## src/sv/etc_pkg.sv

```systemverilog
// Package: constants, division selectors and lookup functions for the epoch-to-calendar unit.
`default_nettype none
package etc_pkg;

  // Which constant divisor the shared multiplier is working on
  typedef logic [2:0] div_sel_t;

  localparam div_sel_t DIV_SEC = 3'd0;  // seconds / 60
  localparam div_sel_t DIV_MIN = 3'd1;  // minutes / 60
  localparam div_sel_t DIV_BLK = 3'd2;  // hours / four-year block
  localparam div_sel_t DIV_HR  = 3'd3;  // hours in year / 24
  localparam div_sel_t DIV_WD  = 3'd4;  // day count / 7

  localparam logic [13:0] HOURS_YEAR    = 14'd8760;
  localparam logic [13:0] HOURS_LEAP    = 14'd8784;
  localparam logic [10:0] DAYS_BLOCK    = 11'd1461;
  localparam logic [7:0]  YEAR_BASE     = 8'd70;
  localparam logic [2:0]  WEEKDAY_EPOCH = 3'd4;
  localparam logic [8:0]  LEAP_DAY      = 9'd60;
  localparam logic [4:0]  LEAP_DOM      = 5'd29;
  localparam logic [3:0]  MONTH_FEB     = 4'd1;
  localparam logic [3:0]  MONTH_DEC     = 4'd11;

  // Reciprocal: q ~= (x * div_mul) >> div_shift, never high, at most one low
  function automatic logic [31:0] div_mul(input div_sel_t sel);
    logic [31:0] m;
    case (sel)
      DIV_SEC: m = 32'h8888_8889;
      DIV_MIN: m = 32'h8888_8889;
      DIV_BLK: m = 32'd1959829;
      DIV_HR:  m = 32'd43690;
      DIV_WD:  m = 32'd149796;
      default: m = 32'd0;
    endcase
    return m;
  endfunction

  function automatic logic [5:0] div_shift(input div_sel_t sel);
    logic [5:0] s;
    case (sel)
      DIV_SEC: s = 6'd37;
      DIV_MIN: s = 6'd37;
      DIV_BLK: s = 6'd36;
      DIV_HR:  s = 6'd20;
      DIV_WD:  s = 6'd20;
      default: s = 6'd0;
    endcase
    return s;
  endfunction

  function automatic logic [15:0] div_const(input div_sel_t sel);
    logic [15:0] d;
    case (sel)
      DIV_SEC: d = 16'd60;
      DIV_MIN: d = 16'd60;
      DIV_BLK: d = 16'd35064;
      DIV_HR:  d = 16'd24;
      DIV_WD:  d = 16'd7;
      default: d = 16'd1;
    endcase
    return d;
  endfunction

  function automatic logic [4:0] month_len(input logic [3:0] mon);
    logic [4:0] n;
    case (mon)
      4'd0:    n = 5'd31;
      4'd1:    n = 5'd28;
      4'd2:    n = 5'd31;
      4'd3:    n = 5'd30;
      4'd4:    n = 5'd31;
      4'd5:    n = 5'd30;
      4'd6:    n = 5'd31;
      4'd7:    n = 5'd31;
      4'd8:    n = 5'd30;
      4'd9:    n = 5'd31;
      4'd10:   n = 5'd30;
      4'd11:   n = 5'd31;
      default: n = 5'd31;
    endcase
    return n;
  endfunction

endpackage
`default_nettype wire

```

## src/sv/epoch_seconds_to_calendar_unit.sv

```systemverilog
// Epoch-seconds to broken-down calendar time converter (top level).
//
// Converts an unsigned 32-bit seconds count since 1970-01-01 into second, minute, hour,
// day of month, month, year since 1900, weekday and day of year. Every year divisible by
// four is a leap year, so dates are exact through 2099. One beat is converted at a time:
// a beat is accepted in idle, then converted by five constant divisions on a single
// shared 32x32 multiplier, each an estimate, a back-multiply and a correction, then by
// year stepping and month stepping (none for a leap day) by compare and subtract, and
// the result is loaded into the output register. in_stall_o is high for the whole
// conversion. The result sits in an output register, so the next beat is taken once
// the result has been loaded there; while an earlier result is held by out_stall_i the
// load waits.
`default_nettype none
module epoch_seconds_to_calendar_unit (
  input  wire logic        clk_i,
  input  wire logic        rst_ni,
  input  wire logic        in_valid_i,
  output      logic        in_stall_o,
  input  wire logic [31:0] epoch_seconds_i,
  output      logic        out_valid_o,
  input  wire logic        out_stall_i,
  output      logic [5:0]  second_o,
  output      logic [5:0]  minute_o,
  output      logic [4:0]  hour_o,
  output      logic [4:0]  day_of_month_o,
  output      logic [3:0]  month_o,
  output      logic [7:0]  year_since_1900_o,
  output      logic [2:0]  weekday_o,
  output      logic [8:0]  day_of_year_o
);

  localparam logic [2:0] ST_IDLE  = 3'd0;
  localparam logic [2:0] ST_EST   = 3'd1;
  localparam logic [2:0] ST_BACK  = 3'd2;
  localparam logic [2:0] ST_FIX   = 3'd3;
  localparam logic [2:0] ST_YEAR  = 3'd4;
  localparam logic [2:0] ST_MONTH = 3'd5;
  localparam logic [2:0] ST_DONE  = 3'd6;

  logic [2:0]       state_q, state_d;
  logic             out_valid_q, out_valid_d;
  etc_pkg::div_sel_t sel_q;

  logic [31:0] x_q;
  logic [63:0] prod_q;
  logic [31:0] q_q;
  logic [5:0]  sec_q, min_q;
  logic [4:0]  hour_q;
  logic [7:0]  year_q;
  logic [15:0] days_q;
  logic [8:0]  yday_q;
  logic [2:0]  wday_q;
  logic [3:0]  mon_q;
  logic [8:0]  dom_q;

  logic [5:0]  sec_oq, min_oq;
  logic [4:0]  hour_oq, dom_oq;
  logic [3:0]  mon_oq;
  logic [7:0]  year_oq;
  logic [2:0]  wday_oq;
  logic [8:0]  yday_oq;

  // Shared multiplier
  logic [31:0] q_est;
  logic [31:0] mul_a, mul_b;
  logic [63:0] mul_p;
  logic [15:0] dconst;

  // Quotient correction
  logic [31:0] rem_raw, rem_fix, q_fix;
  logic        fix_up;

  logic        leap;
  logic [13:0] span;
  logic [8:0]  d1;
  logic [4:0]  mlen;
  logic        load_out;

  assign dconst = etc_pkg::div_const(sel_q);
  assign q_est  = 32'(prod_q >> etc_pkg::div_shift(sel_q));
  assign mul_a  = (state_q == ST_BACK) ? q_est : x_q;
  assign mul_b  = (state_q == ST_BACK) ? {16'd0, dconst} : etc_pkg::div_mul(sel_q);
  assign mul_p  = 64'(mul_a) * 64'(mul_b);

  assign rem_raw = x_q - prod_q[31:0];
  assign fix_up  = rem_raw >= {16'd0, dconst};
  assign rem_fix = fix_up ? rem_raw - {16'd0, dconst} : rem_raw;
  assign q_fix   = fix_up ? q_q + 32'd1 : q_q;

  assign leap = (year_q[1:0] == 2'b00);
  assign span = leap ? etc_pkg::HOURS_LEAP : etc_pkg::HOURS_YEAR;
  assign d1   = yday_q + 9'd1;
  assign mlen = etc_pkg::month_len(mon_q);

  assign load_out = (state_q == ST_DONE) && (!out_valid_q || !out_stall_i);

  always_comb begin
    state_d     = state_q;
    out_valid_d = out_valid_q;
    if (out_valid_q && !out_stall_i) begin
      out_valid_d = 1'b0;
    end
    case (state_q)
      ST_IDLE:  if (in_valid_i) state_d = ST_EST;
      ST_EST:   state_d = ST_BACK;
      ST_BACK:  state_d = ST_FIX;
      ST_FIX: begin
        case (sel_q)
          etc_pkg::DIV_BLK: state_d = ST_YEAR;
          etc_pkg::DIV_WD: begin
            if (leap && d1 == etc_pkg::LEAP_DAY) state_d = ST_DONE;
            else                                  state_d = ST_MONTH;
          end
          default: state_d = ST_EST;
        endcase
      end
      ST_YEAR:  if (x_q < 32'(span)) state_d = ST_EST;
      ST_MONTH: begin
        if (!(mon_q < etc_pkg::MONTH_DEC && 9'(mlen) < dom_q)) state_d = ST_DONE;
      end
      ST_DONE: begin
        if (load_out) begin
          state_d     = ST_IDLE;
          out_valid_d = 1'b1;
        end
      end
      default:  state_d = ST_IDLE;
    endcase
  end

  always_ff @(posedge clk_i or negedge rst_ni) begin
    if (!rst_ni) begin
      state_q     <= ST_IDLE;
      out_valid_q <= 1'b0;
    end else begin
      state_q     <= state_d;
      out_valid_q <= out_valid_d;
    end
  end

  // Working registers
  always_ff @(posedge clk_i) begin
    case (state_q)
      ST_IDLE: begin
        x_q   <= epoch_seconds_i;
        sel_q <= etc_pkg::DIV_SEC;
      end
      ST_EST: prod_q <= mul_p;
      ST_BACK: begin
        q_q    <= q_est;
        prod_q <= mul_p;
      end
      ST_FIX: begin
        case (sel_q)
          etc_pkg::DIV_SEC: begin
            sec_q <= rem_fix[5:0];
            x_q   <= q_fix;
            sel_q <= etc_pkg::DIV_MIN;
          end
          etc_pkg::DIV_MIN: begin
            min_q <= rem_fix[5:0];
            x_q   <= q_fix;
            sel_q <= etc_pkg::DIV_BLK;
          end
          etc_pkg::DIV_BLK: begin
            year_q <= {q_fix[5:0], 2'b00} + etc_pkg::YEAR_BASE;
            days_q <= 16'(q_fix[5:0]) * 16'(etc_pkg::DAYS_BLOCK);
            x_q    <= rem_fix;
            sel_q  <= etc_pkg::DIV_HR;
          end
          etc_pkg::DIV_HR: begin
            hour_q <= rem_fix[4:0];
            yday_q <= q_fix[8:0];
            x_q    <= 32'(days_q + {7'd0, q_fix[8:0]} + 16'(etc_pkg::WEEKDAY_EPOCH));
            sel_q  <= etc_pkg::DIV_WD;
          end
          etc_pkg::DIV_WD: begin
            wday_q <= rem_fix[2:0];
            if (leap && d1 == etc_pkg::LEAP_DAY) begin
              mon_q <= etc_pkg::MONTH_FEB;
              dom_q <= 9'(etc_pkg::LEAP_DOM);
            end else begin
              mon_q <= 4'd0;
              dom_q <= (leap && d1 > etc_pkg::LEAP_DAY) ? d1 - 9'd1 : d1;
            end
          end
          default: sel_q <= etc_pkg::DIV_SEC;
        endcase
      end
      ST_YEAR: begin
        // hours left in the block; step over whole years
        if (x_q >= 32'(span)) begin
          x_q    <= x_q - 32'(span);
          days_q <= days_q + (leap ? 16'd366 : 16'd365);
          year_q <= year_q + 8'd1;
        end
      end
      ST_MONTH: begin
        if (mon_q < etc_pkg::MONTH_DEC && 9'(mlen) < dom_q) begin
          dom_q <= dom_q - 9'(mlen);
          mon_q <= mon_q + 4'd1;
        end
      end
      default: ;
    endcase
  end

  // Output register
  always_ff @(posedge clk_i) begin
    if (load_out) begin
      sec_oq  <= sec_q;
      min_oq  <= min_q;
      hour_oq <= hour_q;
      dom_oq  <= dom_q[4:0];
      mon_oq  <= mon_q;
      year_oq <= year_q;
      wday_oq <= wday_q;
      yday_oq <= yday_q;
    end
  end

  assign in_stall_o        = (state_q != ST_IDLE);
  assign out_valid_o       = out_valid_q;
  assign second_o          = sec_oq;
  assign minute_o          = min_oq;
  assign hour_o            = hour_oq;
  assign day_of_month_o    = dom_oq;
  assign month_o           = mon_oq;
  assign year_since_1900_o = year_oq;
  assign weekday_o         = wday_oq;
  assign day_of_year_o     = yday_oq;

endmodule
`default_nettype wire

```

## config.mk

```make
export PLATFORM = sky130hd
export DESIGN_NAME = epoch_seconds_to_calendar_unit
export DESIGN_NICKNAME = d
export VERILOG_FILES = /design/src/sv/etc_pkg.sv /design/src/sv/epoch_seconds_to_calendar_unit.sv
export SDC_FILE = /design/constraint.sdc
export NUM_CORES = 2
export LEC_CHECK = 0
export BUFFER_PORTS_ARGS = -buffer_cell sky130_fd_sc_hd__clkbuf_2
export CAP_MARGIN = 0
export CELL_PAD_IN_SITES_DETAIL_PLACEMENT = 1
export CELL_PAD_IN_SITES_GLOBAL_PLACEMENT = 1
export CORE_ASPECT_RATIO = 0.5
export CORE_MARGIN = 2
export CORE_UTILIZATION = 47
export CTS_CLUSTER_DIAMETER = 30
export DETAILED_ROUTE_END_ITERATION = 7
export PLACE_DENSITY_LB_ADDON = 0.1
export REMOVE_ABC_BUFFERS = 1
export SLEW_MARGIN = 30
export SYNTH_ARGS = -nofsm -noshare
export SYNTH_HDL_FRONTEND = slang
export SYNTH_SLANG_ARGS = --single-unit
```

## constraint.sdc

```tcl
create_clock -name clk_i -period 10.4 [get_ports clk_i]
set_input_delay 1.04 -clock clk_i [delete_from_list [all_inputs] [get_ports clk_i]]
set_output_delay 1.04 -clock clk_i [all_outputs]
set_load 0.005 [all_outputs]
```

# Word-level counts from Yosys, hierarchy flattened
# Memories as Yosys holds them, arrays and structs flattened. A register that Yosys moved wholly into a read port is not among the register bits.
# Index checks and enable logic that the tools add are counted.
[word_totals]
reg_bits = 247
romBits = 32
inputBits = 36
output_inout_bits = 48
mem_count = 1
[classes]
n_addsub = 13
n_mul = 2
order_cmp = 6
eq_ne = 21
shifts = 1
mux = 40
n_reduce_logical = 28
[mem_list]
columns = ["memory", "words", "width", "rd", "rd_ports_with_merged_regs", "write_ports", "line_no", "rtl"]
rows = [
  ["(name not given)", 16, 2, 1, 1, 0, "etc_pkg.sv:66", "case (mon)"],
]
[op_table]
columns = ["cell", "n"]
rows = [
  ["$pmux 32 s3", 2],
  ["$mux 32", 5],
  ["$pmux 32 s4", 1],
  ["$mul 32x32->64", 1],
  ["$pmux 16 s4", 1],
  ["$shr 64x6->32", 1],
  ["$mux 9", 4],
  ["$add 32x1->32 const B", 1],
  ["$ge 32x14->1", 1],
  ["$ge 32x16->1", 1],
  ["$lt 32x14->1", 1],
  ["$mux 16", 2],
  ["$pmux 16 s2", 1],
  ["$sub 32x14->32", 1],
  ["$sub 32x16->32", 1],
  ["$sub 32x32->32", 1],
  ["$pmux 3 s7", 1],
  ["$add 17x3->18 const B", 1],
  ["$pmux 6 s3", 1],
  ["$pmux 9 s2", 1],
  ["$add 16x9->17", 1],
  ["$add 16x9->16", 1],
  ["$mul 6x11->16 const B", 1],
  ["$mux 8", 2],
  ["36 further kinds", 77],
]

# Logic depth before layout (Yosys ltp)
[logic_depth]
ltp_word = 9
mapped_depth = 40
depth_no_buf = 37

# Worst setup path before layout
# Ideal clock, no wire load.
[synth_timing]
kind = "reg2reg"
startpoint = "register state_q[1]"
endpoint = "register prod_q[62], data pin"
setup_time_ps = 273
t_arrival_ps = 9590
slack_ps = 537
path_stages_with_launch = 34
n_path_buf = 5
period_less_slack_ps = 9863
path_cell_list = "dfrtp_1 -> clkbuf_1 -> inv_1 -> or3_1 -> clkinv_1 -> clkbuf_1 -> clkbuf_1 -> clkbuf_1 -> nor3_1 -> fa_1 -> fa_1 -> inv_1 -> fa_1 -> inv_1 -> fa_1 -> inv_1 -> fa_1 -> inv_1 -> fa_1 -> fa_1 -> fa_1 -> ha_1 -> clkbuf_1 -> and3_1 -> o22ai_1 -> or4_1 -> inv_1 -> a31oi_1 -> a21oi_1 -> a211oi_1 -> o31ai_1 -> a41o_1 -> mux2i_1 -> o2111ai_1"
[synth_via]
elab_chain_cells = 3
[synth_rtl]
columns = ["item", "line_no", "rtl"]
rows = [
  ["start: declaration", "epoch_seconds_to_calendar_unit.sv:40", "logic [2:0] state_q, state_d;"],
  ["start signal: assignment", "epoch_seconds_to_calendar_unit.sv:136", "state_q <= state_d;"],
  ["$eq 3x2->1 *", "epoch_seconds_to_calendar_unit.sv:81, epoch_seconds_to_calendar_unit.sv:82", ""],
  ["$mux 32, on equally long branches", "epoch_seconds_to_calendar_unit.sv:81, epoch_seconds_to_calendar_unit.sv:82", ""],
  ["$mul 32x32->64 *", "epoch_seconds_to_calendar_unit.sv:83", "assign mul_p = 64'(mul_a) * 64'(mul_b);"],
  ["via mul_p[62]", "epoch_seconds_to_calendar_unit.sv:66", "logic [63:0] mul_p;"],
  ["end signal: assignment", "epoch_seconds_to_calendar_unit.sv:148", "ST_EST: prod_q <= mul_p;"],
  ["end signal: assignment", "epoch_seconds_to_calendar_unit.sv:151", "prod_q <= mul_p;"],
  ["end: declaration", "epoch_seconds_to_calendar_unit.sv:45", "logic [63:0] prod_q;"],
]
# The timed path passes the listed nets; every way through them passes the cells marked *.
# A chain may end at the register's enable or synchronous reset.

# Worst setup path in the final report
[layout_timing]
startpoint = "register sel_q[2]"
endpoint = "register prod_q[60], data pin"
[layout_via]
elab_chain_cells = 6
[layout_rtl]
columns = ["item", "line_no", "rtl"]
rows = [
  ["start: declaration", "epoch_seconds_to_calendar_unit.sv:42", "etc_pkg::div_sel_t sel_q;"],
  ["start signal: assignment", "epoch_seconds_to_calendar_unit.sv:146", "sel_q <= etc_pkg::DIV_SEC;"],
  ["start signal: assignment", "epoch_seconds_to_calendar_unit.sv:158", "sel_q <= etc_pkg::DIV_MIN;"],
  ["start signal: assignment", "epoch_seconds_to_calendar_unit.sv:163", "sel_q <= etc_pkg::DIV_BLK;"],
  ["$eq 3x3->1 (tied with other cells)", "etc_pkg.sv:40", "case (sel)"],
  ["$reduce_or 2->1 (no source line)", "-", ""],
  ["$pmux 6 s3 *", "etc_pkg.sv:40", ""],
  ["$shr 64x6->32 *", "epoch_seconds_to_calendar_unit.sv:80", "assign q_est = 32'(prod_q >> etc_pkg::div_shift(sel_q));"],
  ["via q_est[30]", "epoch_seconds_to_calendar_unit.sv:64", "logic [31:0] q_est;"],
  ["$mux 32 *", "epoch_seconds_to_calendar_unit.sv:81", "assign mul_a = (state_q == ST_BACK) ? q_est : x_q;"],
  ["$mul 32x32->64 *", "epoch_seconds_to_calendar_unit.sv:83", ""],
  ["via mul_p[60]", "epoch_seconds_to_calendar_unit.sv:66", ""],
]
# Marks and branches as above.

==> summary.txt <==
Cells and area
  – Layout area overhead: 10.07%
  – Non-filler cells, final: 6,037
  – Final nets: 5,917
  – Layout cell share with drive strength beyond 1: 0.08999

Global routing
  – Grt peak-use layer: met2
  – Global Route met1 Usage: 0.5192
  – Global-route wire length before repair: 255,600 microns
  – Via count of the first global-routing pass: 38,310
  – Global routing met3 resource utilization: 0.08952
  – Overall global routing resource usage: 0.3718
  – Number of antenna violations at the first check in global routing: 5
  – Maximum number of pins on one net before global-route repair: 55
  – Global-route track usage on met2: 0.5662
  – Gr ovfl total: 0

Setup path
  – Peak fanout along the critical path: 24
  – Endpoint required time on the critical path: 10.86 ns
  – Sort of element at the end of the critical path: flip-flop
  – Dominant delay contributor by cell family on the critical path: adder cells
  – Reg2reg start: sel_q[2]
  – Reg-to-reg endpoint: prod_q[60]
  – Crit. path cell count: 33
  – Data arrival time of the critical path: 10.49 ns
  – Flop2flop setup slack: 0.37 ns
  – Top cell by count, worst path: sky130_fd_sc_hd__fa_1
  – Kind of start point of the critical path: flip-flop
  – Critical path class: flip-flop to flip-flop
  – R2R depth: 33
  – Buffers and inverters on the worst path: 7
  – Stage delay of the slowest cell on the critical path: 0.58 ns
  – Cell at the slowest stage of the critical path: sky130_fd_sc_hd__fa_1

STA
  – PnR worst setup slack: 0.3698 ns
  – Period Utilization, post-route: 0.9644
  – Final setup violating endpoints: 0
  – Worst slew margin relative to its limit: 0.2782
  – Setup tns final: 0 ns
  – RSZ-0062 raised after global routing: true
  – Worst-margin pin slew: 1.069 ns
  – Final count of pins violating max slew: 0
  – Clock Skew: 0.04351 ns
  – Maximum clock frequency: 99.70 MHz
  – Count of endpoints failing hold in the final timing report: 0
  – Final min period: 10.03 ns

Synthesis
  – Cells after synthesis: around 4,700
  – Synth async-reset ratio: 0.01606
  – Average cell area after synthesis: 9.211 sq um
  – Number of synthesis warnings: 0
  – Top flip-flop cell by instance count after synthesis: sky130_fd_sc_hd__edfxtp_1
  – Synth cell types: 94
  – Share of synthesized area occupied by flip-flops and latches: 0.1725
  – Synthesized flop and latch total: 249
  – Post-synth EDFFs: roughly 240
  – Post-synth design cell area: about 43,000 sq um

Clocking
  – TritonCTS sink count: approximately 250
  – CTS tree: done
  – Insertion delay to the later sink of the worst-skew pair: about 0.64 ns
  – H-tree depth reported by CTS: 2
  – Clock-pin transition on the worst setup and hold timing paths: 0.06 ns
  – Maximum root-to-sink buffer count: 3
  – Number of buffers created by CTS: 48
  – CTS hold repair buffers: 0
  – Cell chosen for the clock root: sky130_fd_sc_hd__clkbuf_16

Floorplan
  – Number of core rows: a little under 80
  – I/O pins: 84
  – Die Outline Area: between 90,000 and 100,000 sq um
  – Area of the core: approximately 90,000 sq um
  – Effective utilization at floorplan: 0.4750
  – Die height: 218.2 microns
  – X dimension of the die: between 400 and 500 microns

Placement
  – Count of port buffers added during placement: 83
  – HPWL after detailed placement: 146,200 microns
  – Number of cells after detailed placement: between 5,000 and 6,000
  – Gp weighted congestion: 1.004
  – Setup Slack @ Placement: 0.2240 ns

Run status
  – Result of the run: completed

Drt
  – Number of design rule violations left after detail routing: 0
  – First drt pass iteration count: 5
  – Mean number of vias per cell: just under 6
  – Via count: 35,640
  – Initial DRC count: 3,131
  – Routed wire length per instance: 28.33 microns
  – ANT nets after route: 0
  – Wire length reported by the detailed router: 171,000 microns

Hold path
  – Min-delay worst type: input pin to asynchronous set/reset pin

Run
  – Reported max-cap violation count: 0
cell usage after synthesis, types with 26 or more instances:
cell / number / share of area
sky130_fd_sc_hd__a211oi_1: 30 / 0.0052
sky130_fd_sc_hd__a21o_1: 78 / 0.014
sky130_fd_sc_hd__a21oi_1: 168 / 0.020
sky130_fd_sc_hd__a22oi_1: 26 / 0.0045
sky130_fd_sc_hd__and2_1: 45 / 0.0065
sky130_fd_sc_hd__and3_1: 57 / 0.0083
sky130_fd_sc_hd__clkbuf_1: 151 / 0.013
sky130_fd_sc_hd__edfxtp_1: 243 / 0.17
sky130_fd_sc_hd__fa_1: 617 / 0.29
sky130_fd_sc_hd__ha_1: 470 / 0.14
sky130_fd_sc_hd__inv_1: 1007 / 0.088
sky130_fd_sc_hd__mux2_2: 31 / 0.0081
sky130_fd_sc_hd__mux2i_1: 39 / 0.0091
sky130_fd_sc_hd__nand2_1: 356 / 0.031
sky130_fd_sc_hd__nand2b_1: 67 / 0.0097
sky130_fd_sc_hd__nand3_1: 50 / 0.0058
sky130_fd_sc_hd__nand4_1: 31 / 0.0045
sky130_fd_sc_hd__nor2_1: 351 / 0.031
sky130_fd_sc_hd__nor3_1: 73 / 0.0085
sky130_fd_sc_hd__o21a_1: 27 / 0.0047
sky130_fd_sc_hd__o21ai_0: 110 / 0.013
sky130_fd_sc_hd__o21bai_1: 27 / 0.0047
sky130_fd_sc_hd__o221ai_1: 57 / 0.012
sky130_fd_sc_hd__o22ai_1: 39 / 0.0057
sky130_fd_sc_hd__xnor2_1: 122 / 0.025
sky130_fd_sc_hd__xor2_1: 96 / 0.020
per-layer routing:
layer  part of all wire  routed length [microns]
met5            0.00075                      129
met4              0.040                     6815
met3              0.094                    16080
met2               0.43                    73650
met1               0.43                    74340
timing repair:
action                     in CTS  in global routing
setup buffers                   0                  0
resized for setup               0                 22
setup endpoints to repair       0                 14
logic make-up (layout without fill, tap and decap cells):
kind of cell / count (synthesis) / in the layout / synth area share
muxes: 70 / 70 / 0.01715
xor gates and xnor gates: 218 / 218 / 0.04428
AOI/OAI and AO/OA: 718 / 718 / 0.1136
other: 2 / 7 / 0.0001742
buffers and inverters: 1185 / 1336 / 0.1039
adders and majority gates: 1087 / 1087 / 0.4229
DFF: 249 / 249 / 0.1725
and+or+nand+nor: 1152 / 1152 / 0.1255
worst max path at each step:
stage	from	endpoint	slack, ns
final	sel_q[2]	prod_q[60]	0.37
after detailed placement	sel_q[2]	prod_q[62]	0.22
after CTS	sel_q[2]	prod_q[62]	0.13
after floorplan	state_q[2]	prod_q[62]	-2.28
after global placement	sel_q[0]	prod_q[33]	0.04
after global routing	state_q[1]	prod_q[60]	0.007
area by class of cell:
type	count	area (sq um)
tap	1200	1501
clock inverter	37	461.7
antenna	3	7.507
timing repair buffer	236	1630
multi-input combinational	3249	31380
fill	10420	43300
clock buffer	53	1251
inverter	1010	3794
sequential	249	7437
state kept, by name, indices dropped and copies added (netlist names), 6 cells and up:
name,flops
sec_q,6
min_q,6
year_since_1900_o,8
minute_o,6
prod_q,64
day_of_year_o,9
x_q,32
dom_q,9
yday_q,9
second_o,6
year_q,8
q_q,32
days_q,16
through the flow:
| step | cell area, sq um | utilization | hold WS, ns |
|---|---|---|---|
| final | 47460 | 0.5229 | 0.2601 |
| after global routing | 47450 | 0.5228 | 0.2450 |
| after CTS | 47370 | 0.5219 | 0.2379 |
| after detailed placement | 45660 | 0.5031 | 0.4066 |
| after global placement | 45650 | 0.5029 | 0.4036 |
| after floorplan | 42430 | - | 0.4003 |
worst reg2reg max path: cells and delay by family (launching register included):
kind                       cells  cell delay [ns]
DFF                            1             0.51
adders and majority gates      9             4.41
buffers and inverters          7             0.79
and+or+nand+nor                7             1.63
AOI/OAI and AO/OA             10             2.51
layout by cell type, fill, tap and decap left out, types with 30 or more instances in the layout:
cell	instances
sky130_fd_sc_hd__a211oi_1	30
sky130_fd_sc_hd__a21o_1	78
sky130_fd_sc_hd__a21oi_1	162
sky130_fd_sc_hd__and2_1	44
sky130_fd_sc_hd__and3_1	57
sky130_fd_sc_hd__buf_4	147
sky130_fd_sc_hd__clkbuf_16	49
sky130_fd_sc_hd__clkbuf_2	83
sky130_fd_sc_hd__edfxtp_1	243
sky130_fd_sc_hd__fa_1	617
sky130_fd_sc_hd__ha_1	470
sky130_fd_sc_hd__inv_1	1006
sky130_fd_sc_hd__mux2_2	31
sky130_fd_sc_hd__mux2i_1	38
sky130_fd_sc_hd__nand2_1	351
sky130_fd_sc_hd__nand2b_1	67
sky130_fd_sc_hd__nand3_1	50
sky130_fd_sc_hd__nand4_1	31
sky130_fd_sc_hd__nor2_1	342
sky130_fd_sc_hd__nor3_1	70
sky130_fd_sc_hd__o21ai_0	107
sky130_fd_sc_hd__o221ai_1	56
sky130_fd_sc_hd__o22ai_1	36
sky130_fd_sc_hd__xnor2_1	122
sky130_fd_sc_hd__xor2_1	96
Power is left out: the tool's default activity adds up to more than one toggle a clock period on the data nets, which glitch-free logic cannot reach.
